**config.mk**
```make
export PLATFORM = sky130hd
export DESIGN_NAME = modbus_rtu_slave_frame_decoder_core
export DESIGN_NICKNAME = d
export VERILOG_FILES = /design/src/rtl/mbrtu_pkg.sv /design/src/rtl/modbus_rtu_slave_frame_decoder_core.sv /design/src/rtl/mbrtu_ram.sv /design/src/rtl/mbrtu_front.sv /design/src/rtl/mbrtu_fifo.sv /design/src/rtl/mbrtu_back.sv
export SDC_FILE = /design/constraint.sdc
export NUM_CORES = 2
export LEC_CHECK = 0
export BUFFER_PORTS_ARGS = -buffer_cell sky130_fd_sc_hd__clkbuf_2
export CORE_MARGIN = 8
export CORE_UTILIZATION = 60
export CTS_BUF_LIST = sky130_fd_sc_hd__clkbuf_4 sky130_fd_sc_hd__clkbuf_8 sky130_fd_sc_hd__clkbuf_16
export DETAILED_ROUTE_END_ITERATION = 8
export GPL_ROUTABILITY_DRIVEN = 0
export GPL_TIMING_DRIVEN = 0
export PLACE_DENSITY = 0.82
export REMOVE_ABC_BUFFERS = 1
export SLEW_MARGIN = 20
export SYNTH_ARGS = -nofsm -noshare
export SYNTH_HDL_FRONTEND = slang
export SYNTH_SLANG_ARGS = --single-unit
```
**constraint.sdc**
```tcl
create_clock -name clk -period 5.86 [get_ports clk]
set_input_delay 0 -clock clk [delete_from_list [all_inputs] [get_ports clk]]
set_output_delay 0 -clock clk [all_outputs]
set_load 0.005 [all_outputs]
```
**src/rtl/mbrtu_pkg.sv**
```systemverilog
package mbrtu_pkg;

  localparam int MAX_FRAME_DEF = 256;

  localparam logic [1:0] F_BYTE  = 2'd0;
  localparam logic [1:0] F_TICK  = 2'd1;
  localparam logic [1:0] F_FETCH = 2'd2;

  localparam logic CFG_SLAVE = 1'b0;
  localparam logic CFG_GAP   = 1'b1;

  localparam logic [7:0] FC_RD_HOLD  = 8'd3;
  localparam logic [7:0] FC_RD_INPUT = 8'd4;
  localparam logic [7:0] FC_WR_SINGLE = 8'd6;
  localparam logic [7:0] FC_WR_MULTI = 8'd16;

  localparam logic [1:0] EXC_NONE     = 2'd0;
  localparam logic [1:0] EXC_ILL_FUNC = 2'd1;
  localparam logic [1:0] EXC_ILL_DATA = 2'd2;

  localparam logic [15:0] CRC_INIT = 16'hFFFF;
  localparam logic [15:0] CRC_POLY = 16'hA001;

  localparam logic [15:0] RD_MAX_COUNT = 16'd125;
  localparam logic [15:0] WR_MAX_COUNT = 16'd123;

  localparam int Q_DEPTH = 2;

  typedef enum logic [2:0] {
    K_DISCARD  = 3'd0,
    K_RDHOLD   = 3'd1,
    K_RDINPUT  = 3'd2,
    K_WRSINGLE = 3'd3,
    K_WRMULTI  = 3'd4,
    K_EXCEPT   = 3'd5,
    K_WORD     = 3'd6
  } kind_t;

  typedef struct packed {
    kind_t       kind;
    logic        broadcast;
    logic [7:0]  func_code;
    logic [15:0] start_address;
    logic [6:0]  register_count;
    logic [15:0] register_value;
    logic [1:0]  exc_code;
    logic        word_valid;
    logic [6:0]  word_index;
  } result_t;

  function automatic logic [15:0] crc16_byte(input logic [15:0] crc, input logic [7:0] b);
    logic [15:0] c;
    c = crc ^ {8'h00, b};
    for (int k = 0; k < 8; k++) begin
      if (c[0]) begin
        c = (c >> 1) ^ CRC_POLY;
      end else begin
        c = c >> 1;
      end
    end
    return c;
  endfunction

endpackage

```
**src/rtl/modbus_rtu_slave_frame_decoder_core.sv**
```systemverilog
// result path: a result is queued, then popped into the out_valid register
// throughput: one input word per cycle while the queue is not full; a
// two-entry queue between the decoder and the output stage absorbs output
// stalls, fetches read two byte-wide rams, and a byte waits while a valid
// fetch is still queued ahead of its ram read
// reset: synchronous active low, clears frame state and config to defaults;
// frame store contents stay undefined, no clearing pass
module modbus_rtu_slave_frame_decoder_core #(
  parameter int MAX_FRAME = mbrtu_pkg::MAX_FRAME_DEF
) (
  input  logic        clk,
  input  logic        rst_n,
  input  logic        cfg_we,
  input  logic        cfg_index,
  input  logic [15:0] cfg_wdata,
  input  logic        in_valid,
  output logic        in_ready,
  input  logic [1:0]  in_func,
  input  logic [7:0]  in_rx_byte,
  input  logic [6:0]  in_word_index,
  output logic        out_valid,
  input  logic        out_ready,
  output logic [2:0]  out_kind,
  output logic        out_broadcast,
  output logic [7:0]  out_func_code,
  output logic [15:0] out_start_address,
  output logic [6:0]  out_register_count,
  output logic [15:0] out_register_value,
  output logic [1:0]  out_exc_code,
  output logic        out_word_valid
);
  import mbrtu_pkg::*;

  localparam int HALF = (MAX_FRAME + 1) / 2;
  localparam int AW   = $clog2(HALF);

  logic          q_full, push, pop, head_valid, word_wait;
  result_t       push_entry, head;
  logic          we_odd, we_even, rd_en;
  logic [AW-1:0] waddr, rd_addr_odd, rd_addr_even;
  logic [7:0]    wdata, rd_odd, rd_even;

  mbrtu_front #(.MAX_FRAME(MAX_FRAME), .AW(AW)) u_front (
    .clk, .rst_n, .cfg_we, .cfg_index, .cfg_wdata,
    .in_valid, .in_ready, .in_func, .in_rx_byte, .in_word_index,
    .q_full, .word_wait, .push, .push_entry, .we_odd, .we_even, .waddr, .wdata
  );

  mbrtu_ram #(.WIDTH(8), .DEPTH(HALF)) u_ram_odd (
    .clk, .we(we_odd), .waddr, .wdata, .re(rd_en), .raddr(rd_addr_odd), .rdata(rd_odd)
  );

  mbrtu_ram #(.WIDTH(8), .DEPTH(HALF)) u_ram_even (
    .clk, .we(we_even), .waddr, .wdata, .re(rd_en), .raddr(rd_addr_even), .rdata(rd_even)
  );

  mbrtu_fifo u_fifo (
    .clk, .rst_n, .push, .push_entry, .full(q_full), .pop, .head_valid, .head,
    .word_wait
  );

  mbrtu_back #(.AW(AW)) u_back (
    .clk, .rst_n, .head_valid, .head, .pop, .rd_en, .rd_addr_odd, .rd_addr_even,
    .rd_odd, .rd_even, .out_valid, .out_ready, .out_kind, .out_broadcast,
    .out_func_code, .out_start_address, .out_register_count,
    .out_register_value, .out_exc_code, .out_word_valid
  );

endmodule

```
**src/rtl/mbrtu_ram.sv**
```systemverilog
module mbrtu_ram #(
  parameter int WIDTH = 8,
  parameter int DEPTH = 128
) (
  input  logic                     clk,
  input  logic                     we,
  input  logic [$clog2(DEPTH)-1:0] waddr,
  input  logic [WIDTH-1:0]         wdata,
  input  logic                     re,
  input  logic [$clog2(DEPTH)-1:0] raddr,
  output logic [WIDTH-1:0]         rdata
);

  logic [WIDTH-1:0] mem [DEPTH];
  logic [WIDTH-1:0] rdata_r;

  always_ff @(posedge clk) begin
    if (we) begin
      mem[waddr] <= wdata;
    end
    if (re) begin
      rdata_r <= mem[raddr];
    end
  end

  assign rdata = rdata_r;

endmodule

```
**src/rtl/mbrtu_front.sv**
```systemverilog
module mbrtu_front #(
  parameter int MAX_FRAME = 256,
  parameter int AW = 7
) (
  input  logic                   clk,
  input  logic                   rst_n,
  input  logic                   cfg_we,
  input  logic                   cfg_index,
  input  logic [15:0]            cfg_wdata,
  input  logic                   in_valid,
  output logic                   in_ready,
  input  logic [1:0]             in_func,
  input  logic [7:0]             in_rx_byte,
  input  logic [6:0]             in_word_index,
  input  logic                   q_full,
  input  logic                   word_wait,
  output logic                   push,
  output mbrtu_pkg::result_t     push_entry,
  output logic                   we_odd,
  output logic                   we_even,
  output logic [AW-1:0]          waddr,
  output logic [7:0]             wdata
);
  import mbrtu_pkg::*;

  localparam int LW = $clog2(MAX_FRAME + 1);

  logic [7:0]    slave_r, slave_nxt;
  logic [15:0]   gap_r, gap_nxt;
  logic [LW-1:0] len_r, len_nxt;
  logic [15:0]   sil_r, sil_nxt;
  logic [15:0]   crc_r, crc_nxt;
  logic [7:0]    hdr_r [7];
  logic [7:0]    hdr_nxt [7];
  logic [6:0]    latched_r, latched_nxt;

  logic          accept;
  logic [15:0]   sil_inc, gap_eff;
  logic          room;
  logic [15:0]   w1, w2;
  logic [7:0]    bytecnt;
  logic [9:0]    len10;
  logic          multi_ok;
  result_t       verdict;
  logic [6:0]    verdict_latch;
  logic [9:0]    fetch_top;

  // a byte waits while a queued fetch still has to read the frame store
  assign in_ready = !q_full && !(in_func == F_BYTE && word_wait);
  assign accept   = in_valid && in_ready;
  assign room     = len_r < LW'(MAX_FRAME);

  assign w1      = {hdr_r[2], hdr_r[3]};
  assign w2      = {hdr_r[4], hdr_r[5]};
  assign bytecnt = hdr_r[6];
  assign len10   = 10'(len_r);
  assign multi_ok = (len10 >= 10'd9) && (w2 >= 16'd1) && (w2 <= WR_MAX_COUNT) &&
                    ({w2, 1'b0} == {9'd0, bytecnt}) && (len10 == 10'd9 + 10'(bytecnt));

  // close decode, one verdict per frame
  always_comb begin
    verdict = '0;
    verdict.kind = K_DISCARD;
    verdict_latch = '0;
    if (len10 >= 10'd4 && crc_r == 16'd0) begin
      if (hdr_r[0] == 8'd0) begin
        if (hdr_r[1] == FC_WR_SINGLE && len10 == 10'd8) begin
          verdict.kind = K_WRSINGLE;
          verdict.broadcast = 1'b1;
          verdict.func_code = hdr_r[1];
          verdict.start_address = w1;
          verdict.register_count = 7'd1;
          verdict.register_value = w2;
        end else if (hdr_r[1] == FC_WR_MULTI && multi_ok) begin
          verdict.kind = K_WRMULTI;
          verdict.broadcast = 1'b1;
          verdict.func_code = hdr_r[1];
          verdict.start_address = w1;
          verdict.register_count = w2[6:0];
          verdict_latch = w2[6:0];
        end
      end else if (hdr_r[0] == slave_r) begin
        verdict.func_code = hdr_r[1];
        if (hdr_r[1] == FC_RD_HOLD || hdr_r[1] == FC_RD_INPUT) begin
          if (len10 != 10'd8 || w2 == 16'd0 || w2 > RD_MAX_COUNT) begin
            verdict.kind = K_EXCEPT;
            verdict.exc_code = EXC_ILL_DATA;
          end else begin
            verdict.kind = (hdr_r[1] == FC_RD_HOLD) ? K_RDHOLD : K_RDINPUT;
            verdict.start_address = w1;
            verdict.register_count = w2[6:0];
          end
        end else if (hdr_r[1] == FC_WR_SINGLE) begin
          if (len10 != 10'd8) begin
            verdict.kind = K_EXCEPT;
            verdict.exc_code = EXC_ILL_DATA;
          end else begin
            verdict.kind = K_WRSINGLE;
            verdict.start_address = w1;
            verdict.register_count = 7'd1;
            verdict.register_value = w2;
          end
        end else if (hdr_r[1] == FC_WR_MULTI) begin
          if (!multi_ok) begin
            verdict.kind = K_EXCEPT;
            verdict.exc_code = EXC_ILL_DATA;
          end else begin
            verdict.kind = K_WRMULTI;
            verdict.start_address = w1;
            verdict.register_count = w2[6:0];
            verdict_latch = w2[6:0];
          end
        end else begin
          verdict.kind = K_EXCEPT;
          verdict.exc_code = EXC_ILL_FUNC;
        end
      end
    end
  end

  assign sil_inc   = (sil_r == 16'hFFFF) ? sil_r : sil_r + 16'd1;
  assign gap_eff   = (gap_r == 16'd0) ? 16'd1 : gap_r;
  assign fetch_top = {2'b00, in_word_index, 1'b0} + 10'd8;

  always_comb begin
    slave_nxt   = slave_r;
    gap_nxt     = gap_r;
    len_nxt     = len_r;
    sil_nxt     = sil_r;
    crc_nxt     = crc_r;
    hdr_nxt     = hdr_r;
    latched_nxt = latched_r;
    push        = 1'b0;
    push_entry  = '0;
    push_entry.kind = K_DISCARD;
    we_odd      = 1'b0;
    we_even     = 1'b0;
    waddr       = len_r[AW:1];
    wdata       = in_rx_byte;

    if (cfg_we) begin
      if (cfg_index == CFG_SLAVE) begin
        slave_nxt = cfg_wdata[7:0];
      end else begin
        gap_nxt = cfg_wdata;
      end
    end

    if (accept) begin
      case (in_func)
        F_BYTE: begin
          sil_nxt = '0;
          if (room) begin
            we_odd  = len_r[0];
            we_even = !len_r[0];
            if (len_r < LW'(7)) begin
              hdr_nxt[len_r[2:0]] = in_rx_byte;
            end
            crc_nxt     = crc16_byte(crc_r, in_rx_byte);
            len_nxt     = len_r + LW'(1);
            latched_nxt = '0;
          end
        end
        F_TICK: begin
          if (len_r != '0) begin
            sil_nxt = sil_inc;
            if (sil_inc >= gap_eff) begin
              push        = 1'b1;
              push_entry  = verdict;
              latched_nxt = verdict_latch;
              len_nxt     = '0;
              sil_nxt     = '0;
              crc_nxt     = CRC_INIT;
              for (int i = 0; i < 7; i++) begin
                hdr_nxt[i] = '0;
              end
            end
          end
        end
        F_FETCH: begin
          push = 1'b1;
          push_entry.kind = K_WORD;
          push_entry.word_index = in_word_index;
          push_entry.word_valid = (in_word_index < latched_r) &&
                                  (fetch_top < 10'(MAX_FRAME));
        end
        default: begin
        end
      endcase
    end
  end

  always_ff @(posedge clk) begin
    if (!rst_n) begin
      slave_r   <= 8'd1;
      gap_r     <= 16'd2;
      len_r     <= '0;
      sil_r     <= '0;
      crc_r     <= CRC_INIT;
      latched_r <= '0;
      for (int i = 0; i < 7; i++) begin
        hdr_r[i] <= '0;
      end
    end else begin
      slave_r   <= slave_nxt;
      gap_r     <= gap_nxt;
      len_r     <= len_nxt;
      sil_r     <= sil_nxt;
      crc_r     <= crc_nxt;
      latched_r <= latched_nxt;
      hdr_r     <= hdr_nxt;
    end
  end

endmodule

```
**src/rtl/mbrtu_fifo.sv**
```systemverilog
module mbrtu_fifo (
  input  logic               clk,
  input  logic               rst_n,
  input  logic               push,
  input  mbrtu_pkg::result_t push_entry,
  output logic               full,
  input  logic               pop,
  output logic               head_valid,
  output mbrtu_pkg::result_t head,
  output logic               word_wait
);
  import mbrtu_pkg::*;

  localparam int PW = $clog2(Q_DEPTH);

  result_t         slot_r [Q_DEPTH];
  logic [PW-1:0]   wr_r, wr_nxt, rd_r, rd_nxt;
  logic [PW:0]     cnt_r, cnt_nxt;

  assign full       = cnt_r == (PW+1)'(Q_DEPTH);
  assign head_valid = cnt_r != '0;
  assign head       = slot_r[rd_r];

  // a valid fetch still queued, not counting the one read out this cycle
  always_comb begin
    word_wait = 1'b0;
    for (int i = 0; i < Q_DEPTH; i++) begin
      if ((PW+1)'(PW'(PW'(i) - rd_r)) < cnt_r && !(pop && PW'(i) == rd_r) &&
          slot_r[i].kind == K_WORD && slot_r[i].word_valid) begin
        word_wait = 1'b1;
      end
    end
  end

  always_comb begin
    wr_nxt  = wr_r;
    rd_nxt  = rd_r;
    cnt_nxt = cnt_r;
    if (push) begin
      wr_nxt = (wr_r == PW'(Q_DEPTH - 1)) ? '0 : wr_r + PW'(1);
    end
    if (pop) begin
      rd_nxt = (rd_r == PW'(Q_DEPTH - 1)) ? '0 : rd_r + PW'(1);
    end
    if (push && !pop) begin
      cnt_nxt = cnt_r + (PW+1)'(1);
    end else if (!push && pop) begin
      cnt_nxt = cnt_r - (PW+1)'(1);
    end
  end

  always_ff @(posedge clk) begin
    if (push) begin
      slot_r[wr_r] <= push_entry;
    end
  end

  always_ff @(posedge clk) begin
    if (!rst_n) begin
      wr_r  <= '0;
      rd_r  <= '0;
      cnt_r <= '0;
    end else begin
      wr_r  <= wr_nxt;
      rd_r  <= rd_nxt;
      cnt_r <= cnt_nxt;
    end
  end

endmodule

```
**src/rtl/mbrtu_back.sv**
```systemverilog
module mbrtu_back #(
  parameter int AW = 7
) (
  input  logic               clk,
  input  logic               rst_n,
  input  logic               head_valid,
  input  mbrtu_pkg::result_t head,
  output logic               pop,
  output logic               rd_en,
  output logic [AW-1:0]      rd_addr_odd,
  output logic [AW-1:0]      rd_addr_even,
  input  logic [7:0]         rd_odd,
  input  logic [7:0]         rd_even,
  output logic               out_valid,
  input  logic               out_ready,
  output logic [2:0]         out_kind,
  output logic               out_broadcast,
  output logic [7:0]         out_func_code,
  output logic [15:0]        out_start_address,
  output logic [6:0]         out_register_count,
  output logic [15:0]        out_register_value,
  output logic [1:0]         out_exc_code,
  output logic               out_word_valid
);
  import mbrtu_pkg::*;

  result_t ent_r;
  logic    valid_r;
  logic    from_ram;
  logic [7:0] a_odd, a_even;

  assign pop   = head_valid && (!valid_r || out_ready);
  assign rd_en = pop && head.kind == K_WORD && head.word_valid;
  // high byte sits at 7 + 2*index, low byte right after it
  assign a_odd  = {1'b0, head.word_index} + 8'd3;
  assign a_even = {1'b0, head.word_index} + 8'd4;
  assign rd_addr_odd  = a_odd[AW-1:0];
  assign rd_addr_even = a_even[AW-1:0];

  always_ff @(posedge clk) begin
    if (pop) begin
      ent_r <= head;
    end
  end

  always_ff @(posedge clk) begin
    if (!rst_n) begin
      valid_r <= 1'b0;
    end else if (pop) begin
      valid_r <= 1'b1;
    end else if (out_ready) begin
      valid_r <= 1'b0;
    end
  end

  assign from_ram = ent_r.kind == K_WORD && ent_r.word_valid;

  assign out_valid          = valid_r;
  assign out_kind           = ent_r.kind;
  assign out_broadcast      = ent_r.broadcast;
  assign out_func_code      = ent_r.func_code;
  assign out_start_address  = ent_r.start_address;
  assign out_register_count = ent_r.register_count;
  assign out_register_value = from_ram ? {rd_odd, rd_even} : ent_r.register_value;
  assign out_exc_code       = ent_r.exc_code;
  assign out_word_valid     = ent_r.word_valid;

endmodule

```
After elaboration in Yosys (flattened, before gate mapping) --
Memory sizes are Yosys's and may differ from the RTL's. A register that Yosys moved wholly into a read port is not among the register bits. Cells that the tools add are included.
Word-level totals: register bits 187, bits in writable memories 2170, input bits 39, output and inout port bits 56, word-level logic and storage cells 267, memories 3
Cells by class: add/sub/neg operators 12, magnitude comparators 14, eq/ne operators 21, mux-type cells 127, bitwise operators 12, reduce and logical (&&, ||, !) cells 53
Memories:
- u_ram_even.mem | depth 128, bits a word 8, rd ports 1, clocked after memory_dff 1, wr ports 1, line mbrtu_ram.sv:14 | logic [WIDTH-1:0] mem [DEPTH];
- u_ram_odd.mem | depth 128, bits a word 8, rd ports 1, clocked after memory_dff 1, wr ports 1, line mbrtu_ram.sv:14
- u_fifo.slot_r | depth 2, bits a word 61, rd ports 3, clocked after memory_dff 1, wr ports 1, line mbrtu_fifo.sv:16 | result_t slot_r [Q_DEPTH];
Operator list (number):
- $mux W16 | 40
- $mux W56 | 4
- $mux W61 | 3
- $mux W23 | 5
- $pmux W56 S2 | 1
- $mux W7 | 12
- $mux W35 | 2
- $pmux W16 S2 | 2
- $bwmux W56 | 1
- $mux W53 | 1
- $mux W50 | 1
- $mux W49 | 1
- $logic_not A16 Y1 | 3
- $mux W47 | 1
- $mux W39 | 1
- $mux W9 | 3
- $logic_and A1 B1 Y1 | 26
- $mux W1 | 25
- $demux W8 S3 | 1
- $not A2 Y3 | 8
- $mux W3 | 7
- $mux W2 | 10
- $pmux W9 S2 | 1
- $eq A17 B8 Y1 | 1
- 54 further kinds | 79

Longest topological paths before layout --
word-level depth 49, gate-level depth with buffers 20, depth with buffers taken out 19

Modules after synthesis --
A second synthesis with hierarchy kept.
Unflattened totals: cells, all modules 4542, area, all modules 93903.8 µm²
By module, submodules not included:
- mbrtu_ram | times used 2, cells each 1635, area each 39745.6 µm², seq. area each 30989.7 µm²
- mbrtu_front | times used 1, cells each 913, area each 7325.8 µm², seq. area each 2562.5 µm²
- mbrtu_fifo | times used 1, cells each 222, area each 4718.3 µm², seq. area each 3763.6 µm²
- mbrtu_back | times used 1, cells each 137, area each 2368.5 µm², seq. area each 1641.6 µm²

Worst setup path after synthesis --
Ideal clock, no wire load.
path kind reg2reg, start register u_fifo.cnt_r[0], end memory u_fifo.slot_r[1][0] (netlist bit), enable pin, library setup time 426 ps, data arrival time 4541 ps, data required time 5434 ps, path slack 893 ps, stages on the path, launching flop included 10, path buffers 1, clock period less this slack 4967 ps, path through dfxtp_1 -> o21ai_0 -> inv_1 -> ha_1 -> nor2_1 -> o311a_1 -> a21o_1 -> clkbuf_1 -> nor2_1 -> and3_1
On the way: word-level cells in the longest chain between the ends 16, elaborated cells on any way between the ends 25, classes of those cells order compare (2); eq/ne (1); mux (5); reduce/logical (17)
RTL lines:
- from (decl) | line mbrtu_fifo.sv:18 | logic [PW:0] cnt_r, cnt_nxt;
- from (signal assigned) | line mbrtu_fifo.sv:66 | cnt_r <= cnt_nxt;
- $reduce_bool A2 Y1 (*) | line mbrtu_fifo.sv:21 | assign head_valid = cnt_r != '0;
- $logic_and A1 B1 Y1 (*) | line mbrtu_back.sv:32 | assign pop = head_valid && (!valid_r || out_ready);
- via pop | line modbus_rtu_slave_frame_decoder_core.sv:37 | logic q_full, push, pop, head_valid, word_wait;
- $logic_and A1 B1 Y1 | line mbrtu_fifo.sv:28 | if ((PW+1)'(PW'(PW'(i) - rd_r)) < cnt_r && !(pop && PW'(i) == rd_r) &&
- $logic_not A1 Y1 | line mbrtu_fifo.sv:28
- $logic_and A1 B1 Y1 (2 in series) | line mbrtu_fifo.sv:28
- $logic_and A1 B1 Y1 | line mbrtu_fifo.sv:29 | slot_r[i].kind == K_WORD && slot_r[i].word_valid) begin
- $mux W1 | line mbrtu_fifo.sv:28
- $mux W1 (*) | line mbrtu_fifo.sv:28
- $logic_and A1 B1 Y1 (*) | line mbrtu_front.sv:49 | assign in_ready = !q_full && !(in_func == F_BYTE && word_wait);
- $logic_not A1 Y1 (*) | line mbrtu_front.sv:49
- $logic_and A1 B1 Y1 (*) | line mbrtu_front.sv:49
- $logic_and A1 B1 Y1 (*) | line mbrtu_front.sv:50 | assign accept = in_valid && in_ready;
- $mux W1 (*) | line mbrtu_front.sv:149 | if (accept) begin
- $mux W1 (*) | line mbrtu_fifo.sv:53 | if (push) begin
- $mux W1 (implied by the code) (*) | line mbrtu_fifo.sv:54 | slot_r[wr_r] <= push_entry;
- to (decl) | line mbrtu_fifo.sv:16
The timed path passes the listed nets; every way through them passes the cells marked *.

==> impl_metrics.tcl <==
set metrics [dict create \
    p_leak_nw 35.7 \
    cts_tree "done" \
    cts_sinks 2374 \
    hold_end "u_fifo.slot_r[1][1]" \
    start_kind "flop" \
    relSlewSlack_pct 16.3 \
    clk_pin_slew_worst_paths_ns 0.07 \
    path_class "flop to flop" \
    ant_nets 0 \
    globalRouteTotalUtil_pct 30.3 \
    final_util_pct 68.1 \
    cts_made_buffers 218 \
    nets 6140 \
    drv_slew 0 \
    r2r-end "u_ram_odd.rdata[6]" \
    io_pins 95 \
    die_y_microns 414 \
    synthFlopType "edfxtp_1" \
    drive_gt1_share_pct 15.6 \
    status "finished clean" \
    core_area_sq_um 158000 \
    vias 58600 \
    synth_cells 5939 \
    fin_setup_tns_ns 0 \
    path_max_fanout 84 \
    wl_per_cell_microns 31.8 \
    hold_depth 3 \
    setup_viol 0 \
    insertion_delay_ns 0.88 \
    vdd_drop_max_mv 0.403 \
    dp_hpwl_mm 141 \
    rsz0062_at_grt "false" \
    critPathRequiredTime_ns 6.41 \
    firstDrtPassIters 9 \
    synth_enable_flop_cells 2240 \
    cts-htree-levels 4 \
    fin_crit_ns 5.82 \
    hp-class "input pin to flop" \
    viasPerCell 7.05 \
    max_freq_mhz 172 \
    cts_root_buf "clkbuf_16" \
    reg2reg_setup_slack_ns 0.04 \
    worstMarginPinSlew_ns 1.25 \
    overflow 0 \
    drc 0 \
    drtIter0Drc 10700 \
    end_kind "flop" \
    first_global_vias 58000 \
    area_growth_pct 13.2 \
    grt_max_degree 123 \
    async_flop_share_pct 0 \
    row_count 146 \
    layout_commonest_cell "edfxtp_1" \
    cts_buffer_depth 3 \
    grt_pass1_wl_mm 383 \
    layout_common_cells "edfxtp_1, nand2_1, nor2_1" \
    drv_cap 0 \
    synthesis.area_sq_um 94800 \
    port_buffers 94 \
    fill_cells 9075 \
    die_w_microns 414 \
    initial_core_util_pct 60.1 \
    ys_seq_elements 2374 \
    seq_area_frac_synth_pct 73.8 \
    synth_area_per_cell_sq_um 16.0 \
    wl_mm 265 \
    worstPathArrival_ns 6.38 \
    hold_start "in_word_index[1]" \
    power_density_nw_per_um2 403 \
    yosys_warnings 0 \
    synth.distinct_cells 71 \
    rr_worst_depth 15 \
    hold_violations 0 \
    finalCritPeriodShare_pct 99.4 \
    antenna_found_initial 7 \
    dieArea_sq_um 171000 \
    clock_skew_ns 0.0621 \
]
-- critical path, stage by stage (launching register included) --
cell and delay (ns):
dfxtp_4 0.39, buf_16 0.27, mux2_8 0.50, buf_16 0.22, buf_16 0.30, inv_16 0.29, buf_16 0.27, ha_4 0.20
buf_16 0.28, buf_16 0.26, buf_16 0.26, mux4_2 0.39, mux4_2 0.51, mux2i_2 0.33, nor3_1 0.09, or4_1 0.68
-- cell type report --
class	count	area, sq um	area share (%)
clock buffer	258	5790	5.39
inverter	54	239	0.223
timing repair buffer	291	3880	3.62
multi-input combinational	3128	23300	21.7
tap	2072	2590	2.42
clock inverter	142	1520	1.41
sequential	2374	70000	65.2
antenna	4	10.0	0.00933
-- per-stage QoR --
step           instance area, sq um  power (mW)  worst slack (ns)  cells  hold WS [ns]
2_1_floorplan                 93100        25.7            -23.17   5553        0.0619
3_3_place_gp                  96200        29.0            -43.50   7719         0.244
3_5_place_dp                  98800        28.1             -1.67   7823         0.247
4_1_cts                      107000        42.8           0.00970   8316        0.0658
5_1_grt                      107000        44.1            0.0538   8319         0.126
6_report                     107000        43.3            0.0352   8323         0.164
-- kinds of logic (layout without fill, tap and decap cells) --
group           count (synthesis)  count (layout)  synth area share [%]
mux                           617             620                  10.3
flops                        2374            2374                  73.8
compound gates                639             639                  4.52
simple gates                 1760            1760                  8.24
buf+inv                       440             745                  2.04
fa+ha+maj                      34              34                 0.449
xor+xnor                       75              75                 0.693
other cells                     0               4                     0
-- Yosys cell counts (3+ instances only) --
| cell | count | share of area [%] |
|---|---|---|
| a2111oi_0 | 3 | 0.028 |
| a211oi_1 | 6 | 0.048 |
| a21o_1 | 19 | 0.15 |
| a21oi_1 | 277 | 1.5 |
| a22o_1 | 67 | 0.62 |
| a22oi_1 | 12 | 0.095 |
| a311oi_1 | 3 | 0.028 |
| a31oi_1 | 22 | 0.15 |
| a32oi_1 | 3 | 0.028 |
| and2_1 | 49 | 0.32 |
| and3_1 | 37 | 0.24 |
| buf_1 | 43 | 0.17 |
| buf_2 | 25 | 0.13 |
| buf_4 | 61 | 0.48 |
| clkbuf_1 | 255 | 1.0 |
| dfxtp_1 | 134 | 2.8 |
| edfxtp_1 | 2240 | 71 |
| ha_1 | 34 | 0.45 |
| inv_1 | 49 | 0.19 |
| mux2_2 | 73 | 0.87 |
| mux2i_1 | 265 | 2.8 |
| mux4_2 | 278 | 6.6 |
| nand2_1 | 743 | 2.9 |
| nand2b_1 | 13 | 0.086 |
| nand3_1 | 337 | 1.8 |
| nand4_1 | 26 | 0.17 |
| nand4b_1 | 5 | 0.046 |
| nor2_1 | 366 | 1.4 |
| nor2b_1 | 16 | 0.11 |
| nor3_1 | 44 | 0.23 |
| nor3b_1 | 3 | 0.024 |
| nor4_1 | 96 | 0.63 |
| o211ai_1 | 4 | 0.032 |
| o21a_1 | 7 | 0.055 |
| o21ai_0 | 24 | 0.13 |
| o221ai_1 | 138 | 1.3 |
| o22ai_1 | 26 | 0.17 |
| o2bb2ai_1 | 3 | 0.028 |
| o311ai_0 | 5 | 0.046 |
| o31ai_1 | 5 | 0.040 |
| or3_1 | 7 | 0.046 |
| or4_1 | 6 | 0.048 |
| xnor2_1 | 58 | 0.54 |
| xor2_1 | 17 | 0.16 |
-- worst max-delay path by stage --
stage	slack (ns)	end	depth (start not counted)	startpoint
2_1_floorplan	-23.17	u_ram_odd.rdata[6]	8	flop
3_3_place_gp	-43.50	u_ram_odd.rdata[1]	10	flop
3_5_place_dp	-1.67	u_ram_odd.rdata[6]	13	flop
4_1_cts	0.01	u_ram_odd.rdata[6]	15	flop
5_1_grt	0.05	u_front.latched_r[5]	15	u_front.sil_r[1]
6_report	0.04	u_ram_odd.rdata[6]	15	flop
-- state kept, by name (all words and copies together) (netlist names), 2 cells and up, named ones only --
signal                     flops
u_back.ent_r                  16
u_back.out_exc_code            2
u_back.out_func_code           8
u_back.out_kind                3
u_back.out_register_count      7
u_back.out_start_address      16
u_fifo.cnt_r                   2
u_fifo.slot_r                122
u_front.bytecnt                8
u_front.crc_r                 16
u_front.gap_r                 16
u_front.hdr_r                 48
u_front.latched_r              7
u_front.len_r                  9
u_front.sil_r                 16
u_front.slave_r                8
u_ram_even.mem              1024
u_ram_even.rdata               8
u_ram_odd.mem               1024
u_ram_odd.rdata                8
-- power breakdown --
group	switching, mW	internal [mW]	leakage [nW]
clock	6.48	8.11	3.63
sequential	0.115	18.8	21.4
combinational	6.21	3.52	10.7
-- layer usage --
metal	routed length, microns	vias to the layer above	track usage (%)
li1	-	23300	-
met1	86900	28700	37.9
met2	125000	5400	49.0
met3	32900	1297	7.34
met4	19400	2	17.0
met5	20	-	0
-- timing repair --
| item | in CTS | in global routing |
|---|---|---|
| cloned | 8 | 3 |
| resized for setup | 6 | 4 |
| setup endpoints to repair | 8 | 4 |
| hold buffers | 81 | 0 |
| buffers inserted | 4 | 0 |
| endpoints found under the hold margin | 718 | 0 |
| pin swaps | 1 | 0 |
Note: power is estimated with default switching activity, not from simulation.
